$ cat src/rtl/hs_pkg.sv
// ----------------------------------------------------------------------------
// Heap sorter package
// Shared constants, types and sequencer states of the heap sorter.
// ----------------------------------------------------------------------------
package hs_pkg;

   localparam int DEPTH   = 64;
   localparam int VALUE_W = 32;
   localparam int ADDR_W  = (DEPTH > 1) ? $clog2(DEPTH) : 1;
   localparam int CNT_W   = $clog2(DEPTH + 1);
   localparam int CHILD_W = ADDR_W + 2;

   typedef logic signed [VALUE_W-1:0] hs_value_type;

   typedef struct packed {
      logic swap;
      logic right;
   } hs_pick_type;

   typedef enum logic [3:0] {
      ST_IDLE,
      ST_BNEXT,
      ST_XNEXT,
      ST_XA,
      ST_XB,
      ST_XC,
      ST_RDN,
      ST_RDL,
      ST_SL,
      ST_RDR,
      ST_CMP,
      ST_WRT,
      ST_OUT
   } hs_state_type;

endpackage

$ cat src/rtl/hs_ram.sv
// ----------------------------------------------------------------------------
// Heap sorter RAM
// Generic single write port, single read port RAM with registered read data.
// ----------------------------------------------------------------------------
module hs_ram #(
   parameter int WIDTH = 32,
   parameter int DEPTH = 64
) (
   input  logic                                  clock,
   input  logic                                  wr_en,
   input  logic [((DEPTH > 1) ? $clog2(DEPTH) : 1)-1:0] wr_addr,
   input  logic [WIDTH-1:0]                      wr_data,
   input  logic [((DEPTH > 1) ? $clog2(DEPTH) : 1)-1:0] rd_addr,
   output logic [WIDTH-1:0]                      rd_data
);

   logic [WIDTH-1:0] mem [DEPTH];

   always_ff @(posedge clock) begin
      if (wr_en) begin
         mem[wr_addr] <= wr_data;
      end
      rd_data <= mem[rd_addr];
   end

endmodule

$ cat src/rtl/hs_pick.sv
// ----------------------------------------------------------------------------
// Heap sorter compare unit
// Picks the largest of a node and its children for one sift-down step.
// ----------------------------------------------------------------------------
module hs_pick (
   input  hs_pkg::hs_value_type node_value,
   input  hs_pkg::hs_value_type left_value,
   input  hs_pkg::hs_value_type right_value,
   input  logic                 right_ok,
   output hs_pkg::hs_pick_type  pick,
   output hs_pkg::hs_value_type top_value
);
   import hs_pkg::*;

   logic         left_gt;
   logic         right_gt;
   hs_value_type best;

   always_comb begin
      left_gt    = left_value > node_value;
      best       = left_gt ? left_value : node_value;
      right_gt   = right_ok && (right_value > best);
      pick.swap  = left_gt || right_gt;
      pick.right = right_gt;
      top_value  = right_gt ? right_value : best;
   end

endmodule

$ cat src/rtl/heap_sorter_core.sv
// ----------------------------------------------------------------------------
// Heap sorter core
// Collects a set of signed values, heap sorts them in a RAM and returns them
// in ascending order.
// ----------------------------------------------------------------------------
//   Channel   Handshake             Payload
//   request   start / busy          req_value, req_last
//   response  rsp_strobe (no hold)  rsp_value_res, rsp_last_res, rsp_dropped
//
// A value that is not last is accepted and busy stays low.
// A last value starts the sort: the heap build and each extraction step run
// on one compare unit and one two-port RAM. Results then stream out one per
// cycle; busy falls with the last.
// Reset is synchronous and needs no clearing pass of the store.
// ----------------------------------------------------------------------------
module heap_sorter_core (
   input  logic                 clock,
   input  logic                 reset,
   input  logic                 start,
   output logic                 busy,
   input  hs_pkg::hs_value_type req_value,
   input  logic                 req_last,
   output logic                 rsp_strobe,
   output hs_pkg::hs_value_type rsp_value_res,
   output logic                 rsp_last_res,
   output logic                 rsp_dropped
);
   import hs_pkg::*;

   hs_state_type        state_ff, state_in;
   logic [CNT_W-1:0]    fill_ff, fill_in;
   logic                ovf_ff, ovf_in;
   logic [CNT_W-1:0]    k_ff, k_in;
   logic [CNT_W-1:0]    size_ff, size_in;
   logic [ADDR_W-1:0]   node_ff, node_in;
   logic [ADDR_W-1:0]   top_ff, top_in;
   logic [ADDR_W-1:0]   idx_ff, idx_in;
   hs_value_type        nval_ff, nval_in;
   hs_value_type        lval_ff, lval_in;
   hs_value_type        tmp_ff, tmp_in;
   logic                build_ff, build_in;
   logic                strobe_ff, strobe_in;
   logic                last_ff, last_in;
   logic                drop_ff, drop_in;

   logic                wr_en;
   logic [ADDR_W-1:0]   wr_addr;
   logic [VALUE_W-1:0]  wr_data;
   logic [ADDR_W-1:0]   rd_addr;
   logic [VALUE_W-1:0]  rd_data;

   logic [CNT_W-1:0]    km1;
   logic [CHILD_W-1:0]  lc;
   logic [CHILD_W-1:0]  rc;
   logic                lc_ok;
   logic                rc_ok;
   hs_state_type        done_state;
   hs_pick_type         pick;
   hs_value_type        top_value;

   hs_ram #(
      .WIDTH (VALUE_W),
      .DEPTH (DEPTH)
   ) u_ram (
      .clock   (clock),
      .wr_en   (wr_en),
      .wr_addr (wr_addr),
      .wr_data (wr_data),
      .rd_addr (rd_addr),
      .rd_data (rd_data)
   );

   hs_pick u_pick (
      .node_value  (nval_ff),
      .left_value  (lval_ff),
      .right_value ($signed(rd_data)),
      .right_ok    (rc_ok),
      .pick        (pick),
      .top_value   (top_value)
   );

   always_comb begin
      km1        = k_ff - CNT_W'(1);
      lc         = {1'b0, node_ff, 1'b1};
      rc         = lc + CHILD_W'(1);
      lc_ok      = lc < CHILD_W'(size_ff);
      rc_ok      = rc < CHILD_W'(size_ff);
      done_state = build_ff ? ST_BNEXT : ST_XNEXT;
   end

   always_comb begin
      state_in  = state_ff;
      fill_in   = fill_ff;
      ovf_in    = ovf_ff;
      k_in      = k_ff;
      size_in   = size_ff;
      node_in   = node_ff;
      top_in    = top_ff;
      idx_in    = idx_ff;
      nval_in   = nval_ff;
      lval_in   = lval_ff;
      tmp_in    = tmp_ff;
      build_in  = build_ff;
      strobe_in = 1'b0;
      last_in   = last_ff;
      drop_in   = drop_ff;
      wr_en     = 1'b0;
      wr_addr   = '0;
      wr_data   = '0;
      rd_addr   = '0;

      unique case (state_ff)
         ST_IDLE: begin
            if (start) begin
               if (fill_ff < CNT_W'(DEPTH)) begin
                  wr_en   = 1'b1;
                  wr_addr = fill_ff[ADDR_W-1:0];
                  wr_data = req_value;
                  fill_in = fill_ff + CNT_W'(1);
               end else begin
                  ovf_in = 1'b1;
               end
               if (req_last) begin
                  k_in     = fill_in >> 1;
                  build_in = 1'b1;
                  state_in = ST_BNEXT;
               end
            end
         end
         ST_BNEXT: begin
            if (k_ff == '0) begin
               k_in     = fill_ff;
               build_in = 1'b0;
               state_in = ST_XNEXT;
            end else begin
               k_in     = km1;
               node_in  = km1[ADDR_W-1:0];
               size_in  = fill_ff;
               state_in = ST_RDN;
            end
         end
         ST_XNEXT: begin
            if (k_ff <= CNT_W'(1)) begin
               idx_in   = '0;
               state_in = ST_OUT;
            end else begin
               rd_addr  = '0;
               state_in = ST_XA;
            end
         end
         ST_XA: begin
            tmp_in   = $signed(rd_data);
            rd_addr  = km1[ADDR_W-1:0];
            state_in = ST_XB;
         end
         ST_XB: begin
            wr_en    = 1'b1;
            wr_addr  = '0;
            wr_data  = rd_data;
            nval_in  = $signed(rd_data);
            state_in = ST_XC;
         end
         ST_XC: begin
            wr_en    = 1'b1;
            wr_addr  = km1[ADDR_W-1:0];
            wr_data  = tmp_ff;
            size_in  = km1;
            k_in     = km1;
            node_in  = '0;
            state_in = ST_SL;
         end
         ST_RDN: begin
            rd_addr  = node_ff;
            state_in = ST_RDL;
         end
         ST_RDL, ST_SL: begin
            if (state_ff == ST_RDL) begin
               nval_in = $signed(rd_data);
            end
            if (lc_ok) begin
               rd_addr  = lc[ADDR_W-1:0];
               state_in = ST_RDR;
            end else begin
               state_in = done_state;
            end
         end
         ST_RDR: begin
            lval_in  = $signed(rd_data);
            rd_addr  = rc[ADDR_W-1:0];
            state_in = ST_CMP;
         end
         ST_CMP: begin
            if (pick.swap) begin
               wr_en    = 1'b1;
               wr_addr  = node_ff;
               wr_data  = top_value;
               top_in   = pick.right ? rc[ADDR_W-1:0] : lc[ADDR_W-1:0];
               state_in = ST_WRT;
            end else begin
               state_in = done_state;
            end
         end
         ST_WRT: begin
            wr_en    = 1'b1;
            wr_addr  = top_ff;
            wr_data  = nval_ff;
            node_in  = top_ff;
            state_in = ST_SL;
         end
         ST_OUT: begin
            rd_addr   = idx_ff;
            strobe_in = 1'b1;
            drop_in   = ovf_ff;
            last_in   = CNT_W'(idx_ff) == (fill_ff - CNT_W'(1));
            if (last_in) begin
               fill_in  = '0;
               ovf_in   = 1'b0;
               state_in = ST_IDLE;
            end else begin
               idx_in = idx_ff + ADDR_W'(1);
            end
         end
         default: begin
            state_in = ST_IDLE;
         end
      endcase
   end

   always_ff @(posedge clock) begin
      if (reset) begin
         state_ff  <= ST_IDLE;
         fill_ff   <= '0;
         ovf_ff    <= 1'b0;
         strobe_ff <= 1'b0;
      end else begin
         state_ff  <= state_in;
         fill_ff   <= fill_in;
         ovf_ff    <= ovf_in;
         strobe_ff <= strobe_in;
      end
   end

   always_ff @(posedge clock) begin
      k_ff     <= k_in;
      size_ff  <= size_in;
      node_ff  <= node_in;
      top_ff   <= top_in;
      idx_ff   <= idx_in;
      nval_ff  <= nval_in;
      lval_ff  <= lval_in;
      tmp_ff   <= tmp_in;
      build_ff <= build_in;
      last_ff  <= last_in;
      drop_ff  <= drop_in;
   end

   assign busy          = state_ff != ST_IDLE;
   assign rsp_strobe    = strobe_ff;
   assign rsp_value_res = $signed(rd_data);
   assign rsp_last_res  = last_ff;
   assign rsp_dropped   = drop_ff;

endmodule

$ cat config.mk
export PLATFORM = sky130hd
export DESIGN_NAME = heap_sorter_core
export DESIGN_NICKNAME = d
export VERILOG_FILES = /design/src/rtl/hs_pkg.sv /design/src/rtl/hs_ram.sv /design/src/rtl/hs_pick.sv /design/src/rtl/heap_sorter_core.sv
export SDC_FILE = /design/constraint.sdc
export NUM_CORES = 2
export LEC_CHECK = 0
export ABC_AREA = 1
export BUFFER_PORTS_ARGS = -buffer_cell sky130_fd_sc_hd__clkbuf_2
export CAP_MARGIN = 20
export CORE_MARGIN = 1.5
export CORE_UTILIZATION = 65
export DETAILED_ROUTE_END_ITERATION = 8
export MAX_ROUTING_LAYER = met4
export PLACE_DENSITY = 0.81
export SLEW_MARGIN = 0
export SYNTH_ARGS = -nofsm -noshare
export SYNTH_HDL_FRONTEND = slang
export SYNTH_SLANG_ARGS = --single-unit
$ cat constraint.sdc
create_clock -name clock -period 15.1 [get_ports clock]
set_input_delay 0 -clock clock [delete_from_list [all_inputs] [get_ports clock]]
set_output_delay 0 -clock clock [all_outputs]
set_load 0.05 [all_outputs]
[Yosys cells after proc, flatten, opt, wreduce, memory -nomap -nowiden]
Memories as Yosys holds them, arrays and structs flattened. A register that Yosys moved wholly into a read port is not among the register bits.
Cells that the tools add are included.
Operators by class
  reductions and logical operators: 26
  equality and inequality tests: 23
  mux-type cells: 54
  add/subtract/negate cells: 5
  $lt $le $gt $ge: 6
Operators by type and width (count)
  $mux W32: 6
  $pmux W32 S5: 1
  $gt A32 B32 Y1: 2
  $pmux W32 S2: 1
  $mux W7: 7
  $mux W6: 8
  $pmux W4 S11: 1
  $pmux W6 S5: 1
  $pmux W7 S2: 2
  $mux W4: 6
  $pmux W6 S4: 1
  $pmux W7 S3: 1
  $eq A4 B4 Y1 const B: 5
  $ne A2 B2 Y1 const B: 10
  $pmux W6 S3: 1
  $eq A4 B3 Y1 const B: 4
  $sub A7 B1 Y7 const B: 2
  $mux W1: 12
  $pmux W6 S2: 1
  $reduce_and A3 Y1: 4
  $reduce_and A4 Y1: 3
  $reduce_bool A2 Y1: 5
  $add A7 B1 Y8 const B: 1
  $eq A4 B2 Y1 const B: 2
  other kinds (21): 27
Word-level totals
  memories kept: 1
  bits of input ports: 36
  memory bits (writable): 2048
  flip-flop bits (word level): 144
  output and inout port bits: 36
Memory list
  u_ram.mem: words 64, bits a word 32, read ports 1, clocked after memory_dff 1, write ports 1, RTL line hs_ram.sv:17  | logic [WIDTH-1:0] mem [DEPTH];

[Depth between registers and ports, before layout]
  depth after elaboration: 9
  mapped depth: 41

[Hierarchy]
Synthesis repeated with hierarchy kept, for this count alone.
Unflattened totals
  cells, all modules: 7978
  area total of the unflattened synthesis: 92735.2 µm²
By module, submodules not included
  hs_ram: sequential area each 62139.6 µm², cells an instance 6769, instances 1, area each 82738.1 µm²
  heap_sorter_core: sequential area each 4194.0 µm², cells an instance 717, instances 1, area each 7247.0 µm²
  hs_pick: sequential area each 0.0 µm², cells an instance 492, instances 1, area each 2750.1 µm²

[Worst setup path after synthesis]
No wires, ideal clock.
  path kind: reg2reg
  start point: register lval_ff[31]
  end point: memory u_ram.mem[0][10], data pin
  period minus slack after synthesis: 7.051 ns
  data required time: 14.398 ns
  buffers on the path: 3
  arrival time: 6.349 ns
  setup slack: 8.049 ns
  cell stages (with the launch flop): 29
  cells stage by stage: edfxtp_1 -> ha_1 -> nand2_1 -> nor2_1 -> nand2_1 -> nor2_1 -> nand2_1 -> nand2_1 -> nand2_1 -> nand3_1 -> clkbuf_1 -> clkbuf_1 -> nand2_1 -> o21ai_0 -> inv_1 -> ha_1 -> nand2_1 -> nor2_1 -> nand2_1 -> nor2_1 -> nand2_1 -> nand3_1 -> nand3_1 -> nand2_1 -> nand2_1 -> inv_1 -> clkbuf_1 -> o21ai_0 -> o21ai_0
Between the ends
  word-level cells in the longest chain between the ends: 7
  elaborated cells on any way between the ends: 8
  classes of those cells: order compare: 2; mux: 4; reduce/logical: 2
RTL lines
  from (decl): RTL line heap_sorter_core.sv:39  | hs_value_type lval_ff, lval_in;
  from (signal assigned): RTL line heap_sorter_core.sv:250  | lval_ff <= lval_in;
  $gt A32 B32 Y1: RTL line hs_pick.sv:20  | left_gt = left_value > node_value;
  $mux W32: RTL line hs_pick.sv:21  | best = left_gt ? left_value : node_value;
  $gt A32 B32 Y1: RTL line hs_pick.sv:22  | right_gt = right_ok && (right_value > best);
  $logic_and A1 B1 Y1: RTL line hs_pick.sv:22
  $mux W32 or $logic_or A1 B1 Y1 (tied branches): RTL line hs_pick.sv:25, hs_pick.sv:23
  $mux W32 (*): RTL line heap_sorter_core.sv:193  | if (pick.swap) begin
  $pmux W32 S5 (*): RTL line heap_sorter_core.sv:112  | unique case (state_ff)
  net u_ram.wr_data[10]: RTL line hs_ram.sv:12  | input logic [WIDTH-1:0] wr_data,
  to (decl): RTL line hs_ram.sv:17
The timed path passes the listed nets; every way through them passes the cells marked *.

[Worst setup path after layout]
  start point: register lval_ff[15]
  end point: memory u_ram.mem[34][26] (enable)
Between the ends
  word-level cells in the longest chain between the ends: 9
  elaborated cells on any way between the ends: 11
  classes of those cells: order compare: 2; mux: 7; reduce/logical: 2
RTL lines
  $gt A32 B32 Y1: RTL line hs_pick.sv:20
  $mux W32: RTL line hs_pick.sv:21
  $gt A32 B32 Y1: RTL line hs_pick.sv:22
  $logic_and A1 B1 Y1: RTL line hs_pick.sv:22
  $logic_or A1 B1 Y1 (*): RTL line hs_pick.sv:23  | pick.swap = left_gt || right_gt;
  $mux W1: RTL line heap_sorter_core.sv:193
  $pmux W1 S3: RTL line heap_sorter_core.sv:112
  $mux W1: RTL line hs_ram.sv:20  | if (wr_en) begin
  $mux W1 (not written as such): RTL line hs_ram.sv:21  | mem[wr_addr] <= wr_data;
Every way passes the cells marked *; elsewhere a longest branch is shown, timed or not.

==> run summary <==
For this run, the leading register cell type out of synthesis is edfxtp_1. The share of total power dissipated in sequential elements is 45.0%. The register bit count reported by yosys came out at 2224.

The floorplan has 138 rows. For hold timing, the worst endpoint is state_ff[2]$_SDFFE_PP0P_. The share of synthesized registers carrying an async set or reset came out at 0%. The worst pin sits at a relative slew slack of 21.89%.

The largest net degree at the start of global routing is 253. Before antenna repair, the detailed router went through 8 iterations. The longest individual stage delay on the worst path came out at 1.03 ns.

The post-layout instance count excluding filler cells is 9968. The ratio of routed vias to standard cells came out at 6.469. The worst hold path passes through 3 cells. The number of different library cells in the post-synthesis netlist came out at 44. No sink is reached through more buffers than the 3 on the longest clock path.

In the layout the commonest cells are nand2_1 (2365), edfxtp_1 (2179), nand3_1 (1374), nor2_1 (392), o21ai_0 (292). In this run the cell area of the synthesized design comes to 92690 um2. The cell family contributing the most delay on the critical path is simple AND/OR/NAND/NOR gates.

The DRC violation count after routing came out at 0. Cells with a size suffix above 1 make up 8.495% of the layout. The largest fanout of any net on the critical path came out at 41. The HPWL after detailed placement is 139900 um.

The insertion delay to the later sink of the worst-skew pair is 0.86 ns. Between clock sinks in the finished design, the worst skew comes to 0.04646 ns. The worst hold path begins at reset. The area added between synthesis and finish is 9.807%.

The power spent charging and discharging nets came out at 6.390 mW. In the final layout, the multi-input gates occupy 24170 um2. The number of global-route vias before repair is 60819. The data arrival time of the worst path came out at 8.11 ns. The tree is rooted in a clkbuf_16.

STA classifies the critical path startpoint as a register. The most common library cell in the layout ignoring fill and taps is nand2_1. The hold violation count in the final report is 0. The number of enable-type register cells in the synthesized netlist came out at 2179. The count of nets left with antenna violations after detail routing is 0. Cell internal power was estimated by the tool at 11.80 mW. In this run the critical register-to-register path is captured at u_ram.mem[34][26]$_DFFE_PP_. The post-detailed-route wirelength per cell is 25.79 um. At the end of the flow, the number of nets in the layout was 8024. STA classifies the critical path endpoint as a register. In this run the count of I/O pins placed on the die edge is 72. The number of DRC markers in iteration 0 came out at 10528. The height of the die came out at 380.6 um. The critical-path cell with the highest stage delay is nor2_4. The run finished with clean final reports. The critical path data required time came out at 15.57 ns. TritonCTS built the clock tree. The number of fill cells is 9092. The tool flagged a number of max-cap violations equal to 0. The number of cells in the design after placement is 9560. The final-report setup violation count is 0.

The number of antenna violations at the first check in global routing came out at 9. The clock-pin transition on the worst setup and hold timing paths is 0.06 ns. The period utilization came out at 50.57%. Summed over all failing endpoints, the final setup total negative slack is 0 ns.

The global-route wire length before repair came out at 379400 um. The die covers 144900 um2. The shortest clock period the worst path allows after layout is 7.636 ns.

The total vias in the final route is 64481. The startpoint identified for the worst register-to-register timing path is lval_ff[15]$_DFFE_PP_. Measured along the x axis, the die boundary spans 380.6 um.

The clock network power share came out at 27.9%. The initial utilization of the core area, before any placement, comes to 65.46%. Based on the critical path, the design can be clocked at up to 0.1310 GHz.

The portion of the post-synthesis area used by sequential elements came out at 71.57%. The number of levels in the clock H-tree came out at 4. The Yosys step of the flow raised 0 warnings. The instance count of the mapped netlist is 7982. The tightest min-delay check is of the in2reg type. The core footprint is 141600 um2. The total power density per cell area came out at 178.7 nW/um2. In this design, the critical path's most frequently occurring cell is nand2_1.

The number of buffer cells added on primary ports came out at 71. The worst setup path is of the reg2reg kind. The post-synthesis area per instance came out at 11.61 um2.

Setup repair after global routing left no endpoint under its margin. The actual transition at the worst max-transition pin came out at 1.169 ns. The total clock sinks is 2224. Summed over all layers, the routed wires come to 257000 um. The overall power of the completed layout is 18.19 mW. The worst-case vdd ir drop is 0.0001537 V. The slack of the worst reg-to-reg path is 7.46 ns. The fraction of power consumed by combinational cells came out at 27.1%. In this run switching power makes up 35.13% of total power. The sequential standard cell area came out at 66330 um2.

The logic depth of the worst register-to-register path is 31. The last weighted congestion value of the routability-driven placer came out at 0.9354. The number of CTS-inserted buffers came out at 211.

The overall track demand over capacity in global routing came out at 36.21%. After global routing the overflow that remains totals 0. Together, buffers and inverters on the worst path number 6.

The net count after synthesis is 8100. The number of pins exceeding their max-slew limit in the final report came out at 0. The leakage power is 36.65 nW.
## layout make-up
class	instances	share of cell area [%]
Sequential cell	2224	65.18
Multi-Input combinational cell	5074	23.75
Clock buffer	282	5.562
Tap cell	1890	2.324
Timing Repair Buffer	188	1.537
Clock inverter	100	0.8458
Inverter	207	0.7991
Antenna cell	3	0.007376
## cells in the mapped netlist (32+ instances only)
cell type	instances	area, um2
a221oi_1	32	280.3
or2_2	114	713.2
dfxtp_1	45	900.9
nand2_1	2379	8930
nor2_1	459	1723
inv_1	196	735.7
edfxtp_1	2179	65430
buf_2	283	1416
a21oi_1	56	280.3
nand3_1	1377	6892
o21ai_0	309	1546
o211ai_1	172	1291
clkbuf_1	165	619.3
ha_1	82	1026
## sequential cells by signal (all words and copies together) (netlist names)
signal         flops
u_ram.mem       2048
idx_ff             6
state_ff           4
node_ff            6
build_ff           1
rsp_last_res       1
lval_ff           32
rsp_strobe         1
size_ff            7
top_ff             6
k_ff               7
ovf_ff             1
fill_ff            7
rsp_dropped        1
u_ram.rd_data     32
nval_ff           32
tmp_ff            32
## power by group through the flow
stage	Clock, mW	Combinational [mW]	Sequential, mW
after floorplan	0	2.65	8.45
after global placement	0	4.62	8.30
after detailed placement	0	4.73	8.31
after CTS	5.07	4.77	8.18
after global routing	5.30	5.22	8.20
final	5.08	4.92	8.19
## metrics by stage
step | setup slack (ns) | hold slack [ns] | utilization [%] | area [um2]
6_report | 7.464 | 0.09691 | 71.88 | 101800
5_1_grt | 6.979 | 0.1011 | 71.88 | 101800
4_1_cts | 7.568 | 0.04389 | 71.60 | 101400
3_5_place_dp | 7.638 | 0.3799 | 66.95 | 94790
3_3_place_gp | 7.654 | 0.3440 | 66.95 | 94790
2_1_floorplan | 8.049 | 0.2953 | - | 92690
## worst max-delay path by stage
stage	start	to	depth (start not counted)	slack, ns
6_report	lval_ff[15]$_DFFE_PP_	u_ram.mem[34][26]$_DFFE_PP_	31	7.46
4_1_cts	lval_ff[15]$_DFFE_PP_	u_ram.mem[16][6]$_DFFE_PP_	27	7.57
3_3_place_gp	lval_ff[15]$_DFFE_PP_	u_ram.mem[32][24]$_DFFE_PP_	29	7.65
3_5_place_dp	lval_ff[15]$_DFFE_PP_	u_ram.mem[32][26]$_DFFE_PP_	27	7.64
2_1_floorplan	lval_ff[31]$_DFFE_PP_	u_ram.mem[0][10]$_DFFE_PP_	28	8.05
5_1_grt	nval_ff[15]$_DFFE_PP_	u_ram.mem[16][0]$_DFFE_PP_	34	6.98
## tightest hold or removal path, delay by kind of cell
family | cells | cell delay, ns
buf+inv | 2 | 0.80
compound gates | 1 | 0.07
## what timing repair did
action | 4_1_cts | 5_1_grt
hold endpoints to repair | 38 | 0
setup buffers | 0 | 0
hold buffers | 6 | 0
resized for setup | 0 | 0
## routing by layer
| layer | track usage, % | share of wire, % | vias up |
|---|---|---|---|
| met5 | - | 0 | - |
| met4 | 19.20 | 6.0 | 0 |
| met3 | 7.084 | 12 | 762 |
| met2 | 54.18 | 46 | 4736 |
| met1 | 47.49 | 35 | 31010 |
| li1 | - | - | 27973 |
## cells by family after synthesis
family / count (synthesis) / share of synthesized area [%]
compound gates: 606 / 3.963
xor+xnor: 17 / 0.1607
fa+ha+maj: 82 / 1.107
buf+inv: 684 / 3.216
flops: 2224 / 71.57
simple gates: 4369 / 19.98
No activity file was read; power rests on OpenSTA's default activity.
